<file path="config.mk">
export PLATFORM = sky130hd
export DESIGN_NAME = ring_buffer_moving_average_flat
export DESIGN_NICKNAME = d
export VERILOG_FILES = /design/src/sv/rbma_pkg.sv /design/src/sv/rbma_ifs.sv /design/src/sv/rbma_cell.sv /design/src/sv/rbma_div.sv /design/src/sv/ring_buffer_moving_average.sv /design/src/flat_wrapper.sv
export SDC_FILE = /design/constraint.sdc
export NUM_CORES = 1
export LEC_CHECK = 0
export BUFFER_PORTS_ARGS = -buffer_cell sky130_fd_sc_hd__buf_2
export CORE_UTILIZATION = 50
export DETAILED_ROUTE_END_ITERATION = 6
export GPL_TIMING_DRIVEN = 0
export PLACE_DENSITY = 0.67
export REMOVE_ABC_BUFFERS = 1
export SKIP_LAST_GASP = 1
export SYNTH_ARGS = -nofsm -noshare
export SYNTH_HDL_FRONTEND = slang
export SYNTH_SLANG_ARGS = --single-unit
</file>
<file path="constraint.sdc">
create_clock -name clk -period 3.8 [get_ports clk]
set_input_delay 0.76 -clock clk [delete_from_list [all_inputs] [get_ports clk]]
set_output_delay 0.76 -clock clk [all_outputs]
set_load 0.01 [all_outputs]
</file>
<file path="src/sv/rbma_pkg.sv">
// Package: shared widths, defaults and the cell shift control type.
package rbma_pkg;

  localparam int RBMA_DEPTH = 16;
  localparam int SAMPLE_W   = 16;
  localparam int WIN_W      = 5;
  localparam int FILL_W     = 5;
  localparam logic [WIN_W-1:0] WIN_RESET = 5'd16;

  // Shift control handed to every cell of the sample chain
  typedef struct packed {
    logic push;  // move toward the old end, new sample enters cell 0
    logic rot;   // move toward cell 0, cell 0 wraps to the old end
  } rbma_shift_t;

endpackage

</file>
<file path="src/sv/rbma_ifs.sv">
// Interfaces: sample input channel and average output channel.
interface rbma_in_if
  import rbma_pkg::*;
();
  logic                       valid;
  logic                       ready;
  logic signed [SAMPLE_W-1:0] sample;

  modport source (output valid, output sample, input ready);
  modport sink (input valid, input sample, output ready);
endinterface

interface rbma_out_if
  import rbma_pkg::*;
();
  logic                       valid;
  logic                       ready;
  logic signed [SAMPLE_W-1:0] average;
  logic        [FILL_W-1:0]   fill_count;

  modport source (output valid, output average, output fill_count, input ready);
  modport sink (input valid, input average, input fill_count, output ready);
endinterface

</file>
<file path="src/sv/rbma_cell.sv">
// Cell: one sample slot of the store, shifts to either neighbor.
module rbma_cell
  import rbma_pkg::*;
(
  input  logic                       clk,
  input  logic                       rst,
  input  rbma_shift_t                ctl,
  input  logic signed [SAMPLE_W-1:0] from_lower,
  input  logic signed [SAMPLE_W-1:0] from_upper,
  output logic signed [SAMPLE_W-1:0] value
);

  // Take the lower neighbor on a push, the upper one on a rotate
  always_ff @(posedge clk) begin
    if (rst) begin
      value <= '0;
    end else if (ctl.push) begin
      value <= from_lower;
    end else if (ctl.rot) begin
      value <= from_upper;
    end
  end

endmodule

</file>
<file path="src/sv/rbma_div.sv">
// Divider: serial restoring divide of a signed sum by the window length.
module rbma_div
  import rbma_pkg::*;
#(
  parameter int SW = 21,
  parameter int WW = 5
) (
  input  logic                 clk,
  input  logic                 rst,
  input  logic                 start,
  input  logic signed [SW-1:0] dividend,
  input  logic        [WW-1:0] divisor,
  output logic                 done,
  output logic signed [SW-1:0] quot
);

  localparam int CNT_W = $clog2(SW + 1);

  logic [CNT_W-1:0] cnt;
  logic             busy;
  logic             neg;
  logic [SW-1:0]    q;
  logic [WW-1:0]    rem;
  logic [WW:0]      rem_sh;
  logic [WW:0]      diff;
  logic             ge;
  logic [SW-1:0]    q_next;

  // One quotient bit per cycle
  always_comb begin
    rem_sh = {rem, q[SW-1]};
    diff   = rem_sh - {1'b0, divisor};
    ge     = (rem_sh >= {1'b0, divisor});
    q_next = {q[SW-2:0], ge};
  end

  // Load magnitude on start, iterate, apply the sign at the end
  always_ff @(posedge clk) begin
    if (rst) begin
      busy <= 1'b0;
      done <= 1'b0;
      cnt  <= '0;
    end else begin
      done <= busy && !start && (cnt == CNT_W'(1));
      if (start) begin
        busy <= 1'b1;
        cnt  <= CNT_W'(SW);
        neg  <= dividend[SW-1];
        q    <= dividend[SW-1] ? -dividend : dividend;
        rem  <= '0;
      end else if (busy) begin
        q   <= q_next;
        rem <= ge ? diff[WW-1:0] : rem_sh[WW-1:0];
        cnt <= cnt - 1'b1;
        if (cnt == CNT_W'(1)) begin
          busy <= 1'b0;
          quot <= neg ? -q_next : q_next;
        end
      end
    end
  end

endmodule

</file>
<file path="src/sv/ring_buffer_moving_average.sv">
// Top level: moving average over a chain of sample cells.
//
//   channel    direction  payload                       handshake
//   in_ch      sink       sample                        valid / ready
//   out_ch     source     average, fill_count           valid / ready
//   cfg        write      window_len (cfg_we, cfg_data) write on cfg_we
//
// One sample at a time: the block takes no new sample until the last result has been handed off.
// The sum walks the cell chain once around; the serial divider then yields
// one quotient bit per cycle over the SW = 16 + clog2(DEPTH) + 1 sum bits.
// Reset clears all cells, the slot count and the window to 16.
// A finished result waits in the divider while a stalled sink holds the output
// register; the block takes the next sample once the result has moved there.
module ring_buffer_moving_average
  import rbma_pkg::*;
#(
  parameter int DEPTH = RBMA_DEPTH
) (
  input  logic             clk,
  input  logic             rst,
  rbma_in_if.sink          in_ch,
  rbma_out_if.source       out_ch,
  input  logic             cfg_we,
  input  logic [WIN_W-1:0] cfg_data
);

  localparam int WW    = $clog2(DEPTH + 1);
  localparam int CW    = (WW > WIN_W) ? WW : WIN_W;
  localparam int SW    = SAMPLE_W + $clog2(DEPTH) + 1;
  localparam int IDX_W = $clog2(DEPTH);

  typedef enum logic [4:0] {
    S_IDLE  = 5'b00001,
    S_SUM   = 5'b00010,
    S_START = 5'b00100,
    S_DIV   = 5'b01000,
    S_DONE  = 5'b10000
  } state_t;

  state_t                     state;
  logic [WIN_W-1:0]           window_len;
  logic [WW-1:0]              filled;
  logic [IDX_W-1:0]           cnt;
  logic signed [SW-1:0]       acc;
  logic signed [SAMPLE_W-1:0] cell_val [DEPTH];
  rbma_shift_t                shift;
  logic [CW-1:0]              wl_ext;
  logic [WW-1:0]              weff;
  logic                       in_beat;
  logic                       div_done;
  logic signed [SW-1:0]       quot;

  // Window register
  always_ff @(posedge clk) begin
    if (rst) begin
      window_len <= WIN_RESET;
    end else if (cfg_we) begin
      window_len <= cfg_data;
    end
  end

  // Clamp window to 1 .. DEPTH
  always_comb begin
    wl_ext = CW'(window_len);
    if (wl_ext == '0) begin
      weff = WW'(1);
    end else if (wl_ext > CW'(DEPTH)) begin
      weff = WW'(DEPTH);
    end else begin
      weff = WW'(wl_ext);
    end
  end

  assign in_ch.ready = (state == S_IDLE);
  assign in_beat     = in_ch.valid && in_ch.ready;
  assign shift.push  = in_beat;
  assign shift.rot   = (state == S_SUM);

  // Sample chain: cell 0 holds the newest sample
  for (genvar i = 0; i < DEPTH; i++) begin : g_cell
    logic signed [SAMPLE_W-1:0] lower;
    logic signed [SAMPLE_W-1:0] upper;
    if (i == 0) begin : g_head
      assign lower = in_ch.sample;
    end else begin : g_mid_lo
      assign lower = cell_val[i-1];
    end
    if (i == DEPTH - 1) begin : g_tail
      assign upper = cell_val[0];
    end else begin : g_mid_hi
      assign upper = cell_val[i+1];
    end
    rbma_cell u_cell (
      .clk        (clk),
      .rst        (rst),
      .ctl        (shift),
      .from_lower (lower),
      .from_upper (upper),
      .value      (cell_val[i])
    );
  end

  rbma_div #(
    .SW (SW),
    .WW (WW)
  ) u_div (
    .clk      (clk),
    .rst      (rst),
    .start    (state == S_START),
    .dividend (acc),
    .divisor  (weff),
    .done     (div_done),
    .quot     (quot)
  );

  // Sequencer: push, walk the ring, divide, hand off
  always_ff @(posedge clk) begin
    if (rst) begin
      state  <= S_IDLE;
      filled <= '0;
      cnt    <= '0;
      out_ch.valid <= 1'b0;
    end else begin
      // Raise valid on hand-off, drop it once the sink takes the beat
      if (state == S_DONE && (!out_ch.valid || out_ch.ready)) begin
        out_ch.valid <= 1'b1;
      end else if (out_ch.valid && out_ch.ready) begin
        out_ch.valid <= 1'b0;
      end
      unique case (state)
        S_IDLE: begin
          if (in_beat) begin
            if (filled != WW'(DEPTH)) begin
              filled <= filled + 1'b1;
            end
            cnt   <= '0;
            acc   <= '0;
            state <= S_SUM;
          end
        end
        S_SUM: begin
          // accumulate the newest weff entries as they pass cell 0
          if (WW'(cnt) < weff) begin
            acc <= acc + SW'(cell_val[0]);
          end
          cnt <= cnt + 1'b1;
          if (cnt == IDX_W'(DEPTH - 1)) begin
            state <= S_START;
          end
        end
        S_START: begin
          state <= S_DIV;
        end
        S_DIV: begin
          if (div_done) begin
            state <= S_DONE;
          end
        end
        S_DONE: begin
          if (!out_ch.valid || out_ch.ready) begin
            out_ch.average    <= quot[SAMPLE_W-1:0];
            out_ch.fill_count <= FILL_W'(filled);
            state             <= S_IDLE;
          end
        end
        default: begin
          state <= S_IDLE;
        end
      endcase
    end
  end

endmodule

</file>
<file path="src/flat_wrapper.sv">
// flat-port wrapper written by rule: the top's interface ports become plain ports
module ring_buffer_moving_average_flat import rbma_pkg::*;
#(
  parameter int DEPTH = RBMA_DEPTH
)
  (clk, rst, cfg_we, cfg_data, in_ch_valid, in_ch_sample, in_ch_ready, out_ch_valid, out_ch_average, out_ch_fill_count, out_ch_ready);
  rbma_in_if in_ch_i ();
  rbma_out_if out_ch_i ();
  input  logic clk;
  input  logic rst;
  input  logic cfg_we;
  input  logic [WIN_W-1:0] cfg_data;
  input wire logic [$bits(in_ch_i.valid)-1:0] in_ch_valid;
  input wire logic [$bits(in_ch_i.sample)-1:0] in_ch_sample;
  output wire logic [$bits(in_ch_i.ready)-1:0] in_ch_ready;
  output wire logic [$bits(out_ch_i.valid)-1:0] out_ch_valid;
  output wire logic [$bits(out_ch_i.average)-1:0] out_ch_average;
  output wire logic [$bits(out_ch_i.fill_count)-1:0] out_ch_fill_count;
  input wire logic [$bits(out_ch_i.ready)-1:0] out_ch_ready;
  assign in_ch_i.valid = in_ch_valid;
  assign in_ch_i.sample = in_ch_sample;
  assign in_ch_ready = in_ch_i.ready;
  assign out_ch_valid = out_ch_i.valid;
  assign out_ch_average = out_ch_i.average;
  assign out_ch_fill_count = out_ch_i.fill_count;
  assign out_ch_i.ready = out_ch_ready;
  ring_buffer_moving_average #(.DEPTH(DEPTH)) u_core (.clk(clk), .rst(rst), .in_ch(in_ch_i), .out_ch(out_ch_i), .cfg_we(cfg_we), .cfg_data(cfg_data));
endmodule
</file>
==> Flow_metrics.wiki <==
{| class="wikitable"
! Metric !! Value
|-
| Final period util || 93.9%
|-
| Root Buffer Master || sky130_fd_sc_hd__clkbuf_16
|-
| Number of cell rows || 65
|-
| Initial Utilization || 50.9%
|-
| Detail-routed net length per standard cell || 15.9 um
|-
| Cell-by-cell trace of the critical path || nor3_1, and3b_2, and2_4, buf_16, buf_16, buf_16, nor2_4, buf_16, buf_12, buf_12, nor3_4, buf_8
|-
| Port bufs || 48
|-
| Max_cap viols || 0
|-
| Number of sinks driven by the clock tree || 368
|-
| Max Freq || 280 MHz
|-
| Data arrival time of the critical path || 3.79 ns
|-
| Routed wire length || 34400 um
|-
| Largest net degree at the start of global routing || 159
|-
| Gpl congestion || 0.842
|-
| Instance count of the mapped netlist || 1760
|-
| DRC violation count after routing || 0
|-
| Worst hold-check slack || 0.418 ns
|-
| Global route overflow || 0
|-
| Critical path class || reg2reg
|-
| Final-report setup violation count || 0
|-
| Via Count || 12719
|-
| Setup_tns || 0 ns
|-
| Register clock-pin slew on the reported worst setup and hold paths || 0.06 ns
|-
| Iteration count of the initial detailed-routing pass || 6
|-
| TritonCTS clock tree || done
|-
| Fraction of the yosys area taken by sequential cells || 51.2%
|-
| Skew-Pair Late Insertion Delay || 0.52 ns
|-
| Slew Viols, Final || 0
|-
| Chip Height || 181 um
|-
| Avg Cell Area, Syn || 9.13 um2
|-
| Cell area after technology mapping || 16100 um2
|-
| Path category of the worst min-delay check || reg2reg
|-
| Clock Path Buffers || 3
|-
| DP HPWL || 19900 um
|-
| Pin slew with the least headroom to its limit || 0.860 ns
|-
| Highest cell delay on the worst timing path || 0.44 ns
|-
| Share of final-layout standard cells stronger than drive strength 1 || 8.55%
|-
| Top-Level Pins || 49
|-
| Ys async rst share || 0%
|-
| Final hold vios || 0
|-
| Clock buffer count from CTS || 39
|-
| Worst max-slew margin expressed relative to the limit || 42.5%
|-
| # nets final || 1801
|-
| Crit path required time || 4.02 ns
|-
| RSZ-0062 raised after global routing || no
|-
| Remaining number of nets flagged by the antenna check after routing || 0
|-
| Pwr/cell area || 487 nW/um2
|-
| Number of register bits inferred by synthesis || 368
|-
| Placeable core region || 31600 um2
|-
| Number of global-route vias before repair || 11565
|-
| Result of the run || finished, final reports clean
|-
| Number of enable-type register cells in the synthesized netlist || 85
|-
| Maximum level of the CTS H-tree || 2
|-
| DIE WIDTH || 181 um
|-
| Final setup skew || 0.0114 ns
|-
| Critical-path cell with the highest stage delay || sky130_fd_sc_hd__dfxtp_1
|-
| Count of routing violations after the opening detailed-route iteration || 1170
|-
| Kind of end point of the critical path || flip-flop
|-
| Largest fanout on the critical path || 64
|-
| Yosys warns || 0
|-
| Initial antenna violation count || 0
|-
| Sort of element at the start of the critical path || flip-flop
|-
| Cell repeated most along the worst path || sky130_fd_sc_hd__buf_16
|-
| Aggregate global-route resource usage || 20.0%
|-
| Worst IR drop on VDD || 0.336 mV
|-
| Layout overhead on the synthesized area || 12.5%
|-
| Static Leak || 6.01 nW
|-
| Yosys cell types || 64
|-
| Dominant register cell in the synthesized netlist || sky130_fd_sc_hd__dfxtp_1
|-
| Number of buffers inserted by hold repair at cts || 0
|-
| Antenna diodes || 0
|-
| Die ar. || 32900 um2
|-
| Via count normalized by instance count || 5.86
|-
| Shortest period the worst path allows || 3.57 ns
|-
| Wire length of the first global-routing pass || 55900 um
|}
-- cells by family after synthesis --
family | count (synthesis) | synth area share [%]
flops | 368 | 51.2
mux | 7 | 0.436
simple gates | 486 | 12.7
buf+inv | 167 | 4.37
xor+xnor | 59 | 3.22
compound gates | 636 | 25.2
fa+ha+maj | 37 | 2.98
-- through the flow --
step	utilization (%)	setup WS [ns]	cell area, um2	power (mW)	cells
after floorplan	-	-7.48	15500	4.80	1617
after global placement	51.3	-15.63	16200	5.06	2067
after detailed placement	52.9	-0.652	16700	5.18	2089
after CTS	57.1	0.0317	18000	8.86	2163
after global routing	57.3	0.0602	18100	9.16	2169
final	57.3	0.232	18100	8.80	2169
-- final cells by class --
class	instances	area, um2
Fill cell	2750	13500
Sequential cell	368	8220
Multi-Input combinational cell	1227	7200
Clock buffer	58	1180
Timing Repair Buffer	78	830
Tap cell	402	503
Inverter	24	90.1
Clock inverter	12	55.1
-- sequential cells by signal, summed over array words and instances (netlist names) --
signal and cells:
u_core.state 5, u_core.cnt 4, u_core.u_div.q 21, u_core.out_ch.fill_count 5, u_core.out_ch.valid 1, u_core.u_div.busy 1, u_core.u_div.neg 1, u_core.u_div.cnt 5
u_core.u_div.done 1, u_core.window_len 5, u_core.out_ch.average 16, u_core.g_cell.u_cell.value 256, u_core.acc 21, u_core.u_div.quot 16, u_core.u_div.rem 5, u_core.filled 5
-- cells in the mapped netlist (5+ instances only) --
| cell | n | area share (%) |
|---|---|---|
| sky130_fd_sc_hd__o211ai_1 | 5 | 0.23 |
| sky130_fd_sc_hd__dfxtp_1 | 283 | 35 |
| sky130_fd_sc_hd__nand2_1 | 336 | 7.9 |
| sky130_fd_sc_hd__a21oi_1 | 279 | 8.7 |
| sky130_fd_sc_hd__nand4_1 | 10 | 0.39 |
| sky130_fd_sc_hd__or3_1 | 8 | 0.31 |
| sky130_fd_sc_hd__a211oi_1 | 5 | 0.23 |
| sky130_fd_sc_hd__a21o_1 | 6 | 0.28 |
| sky130_fd_sc_hd__xnor2_1 | 34 | 1.9 |
| sky130_fd_sc_hd__o41ai_1 | 5 | 0.27 |
| sky130_fd_sc_hd__a311oi_1 | 16 | 0.87 |
| sky130_fd_sc_hd__a22oi_1 | 240 | 11 |
| sky130_fd_sc_hd__buf_1 | 5 | 0.12 |
| sky130_fd_sc_hd__inv_1 | 24 | 0.56 |
| sky130_fd_sc_hd__buf_2 | 49 | 1.5 |
| sky130_fd_sc_hd__nor2_1 | 71 | 1.7 |
| sky130_fd_sc_hd__clkbuf_1 | 85 | 2.0 |
| sky130_fd_sc_hd__mux2i_1 | 7 | 0.44 |
| sky130_fd_sc_hd__o21ai_1 | 6 | 0.19 |
| sky130_fd_sc_hd__o21ai_0 | 41 | 1.3 |
| sky130_fd_sc_hd__nand2b_1 | 5 | 0.19 |
| sky130_fd_sc_hd__xor2_1 | 25 | 1.4 |
| sky130_fd_sc_hd__nand3_1 | 9 | 0.28 |
| sky130_fd_sc_hd__edfxtp_1 | 85 | 16 |
| sky130_fd_sc_hd__ha_1 | 35 | 2.7 |
| sky130_fd_sc_hd__nor3_1 | 17 | 0.53 |
-- per-layer routing --
metal | share of wire, % | vias to the layer above | track usage, %
met2 | 47 | 223 | 32.9
li1 | - | 6340 | -
met5 | 0 | - | 0
met1 | 47 | 6100 | 26.9
met4 | 2.8 | 0 | 7.56
met3 | 3.3 | 56 | 2.56
-- what timing repair did --
item                       4_1_cts  5_1_grt
resized for setup                2        1
cloned                           2        2
pin swaps                        2        3
setup endpoints to repair       21       64
buffers inserted                 2        4
-- layout by cell type, fill, tap and decap left out, drive strengths merged, types with 5 or more instances in the layout --
master	instances
nand2	336
dfxtp	283
a21oi	279
a22oi	240
edfxtp	85
buf	76
nor2	72
clkbuf	59
o21ai	47
ha	35
xnor2	34
xor2	25
inv	24
nor3	18
a311oi	16
clkinv	11
nand4	10
nand3	9
or3	8
o41ai	8
mux2i	7
a21o	6
nand2b	5
o211ai	5
a211oi	5
o31ai	5
-- critical path, delay by kind of cell, from the launching register on --
kind	cells	cell delay, ns
flops	1	0.44
simple gates	5	1.21
buf+inv	7	1.51
-- final timing paths --
| path | from | to | slack [ns] | cells after the start |
|---|---|---|---|---|
| min reg2reg | u_core.u_div.quot[3] | u_core.out_ch.average[3] | 0.42 | 0 |
| max | u_core.state[1] | u_core.acc[11] | 0.23 | 12 |
| max reg2reg | u_core.state[1] | u_core.acc[11] | 0.23 | 12 |
| min | u_core.u_div.quot[3] | u_core.out_ch.average[3] | 0.42 | 0 |
-- power by group --
group	internal [mW]	switching (mW)
combinational	0.339	0.634
clock	2.14	1.49
sequential	4.08	0.106
No activity file was read; power rests on OpenSTA's default activity.
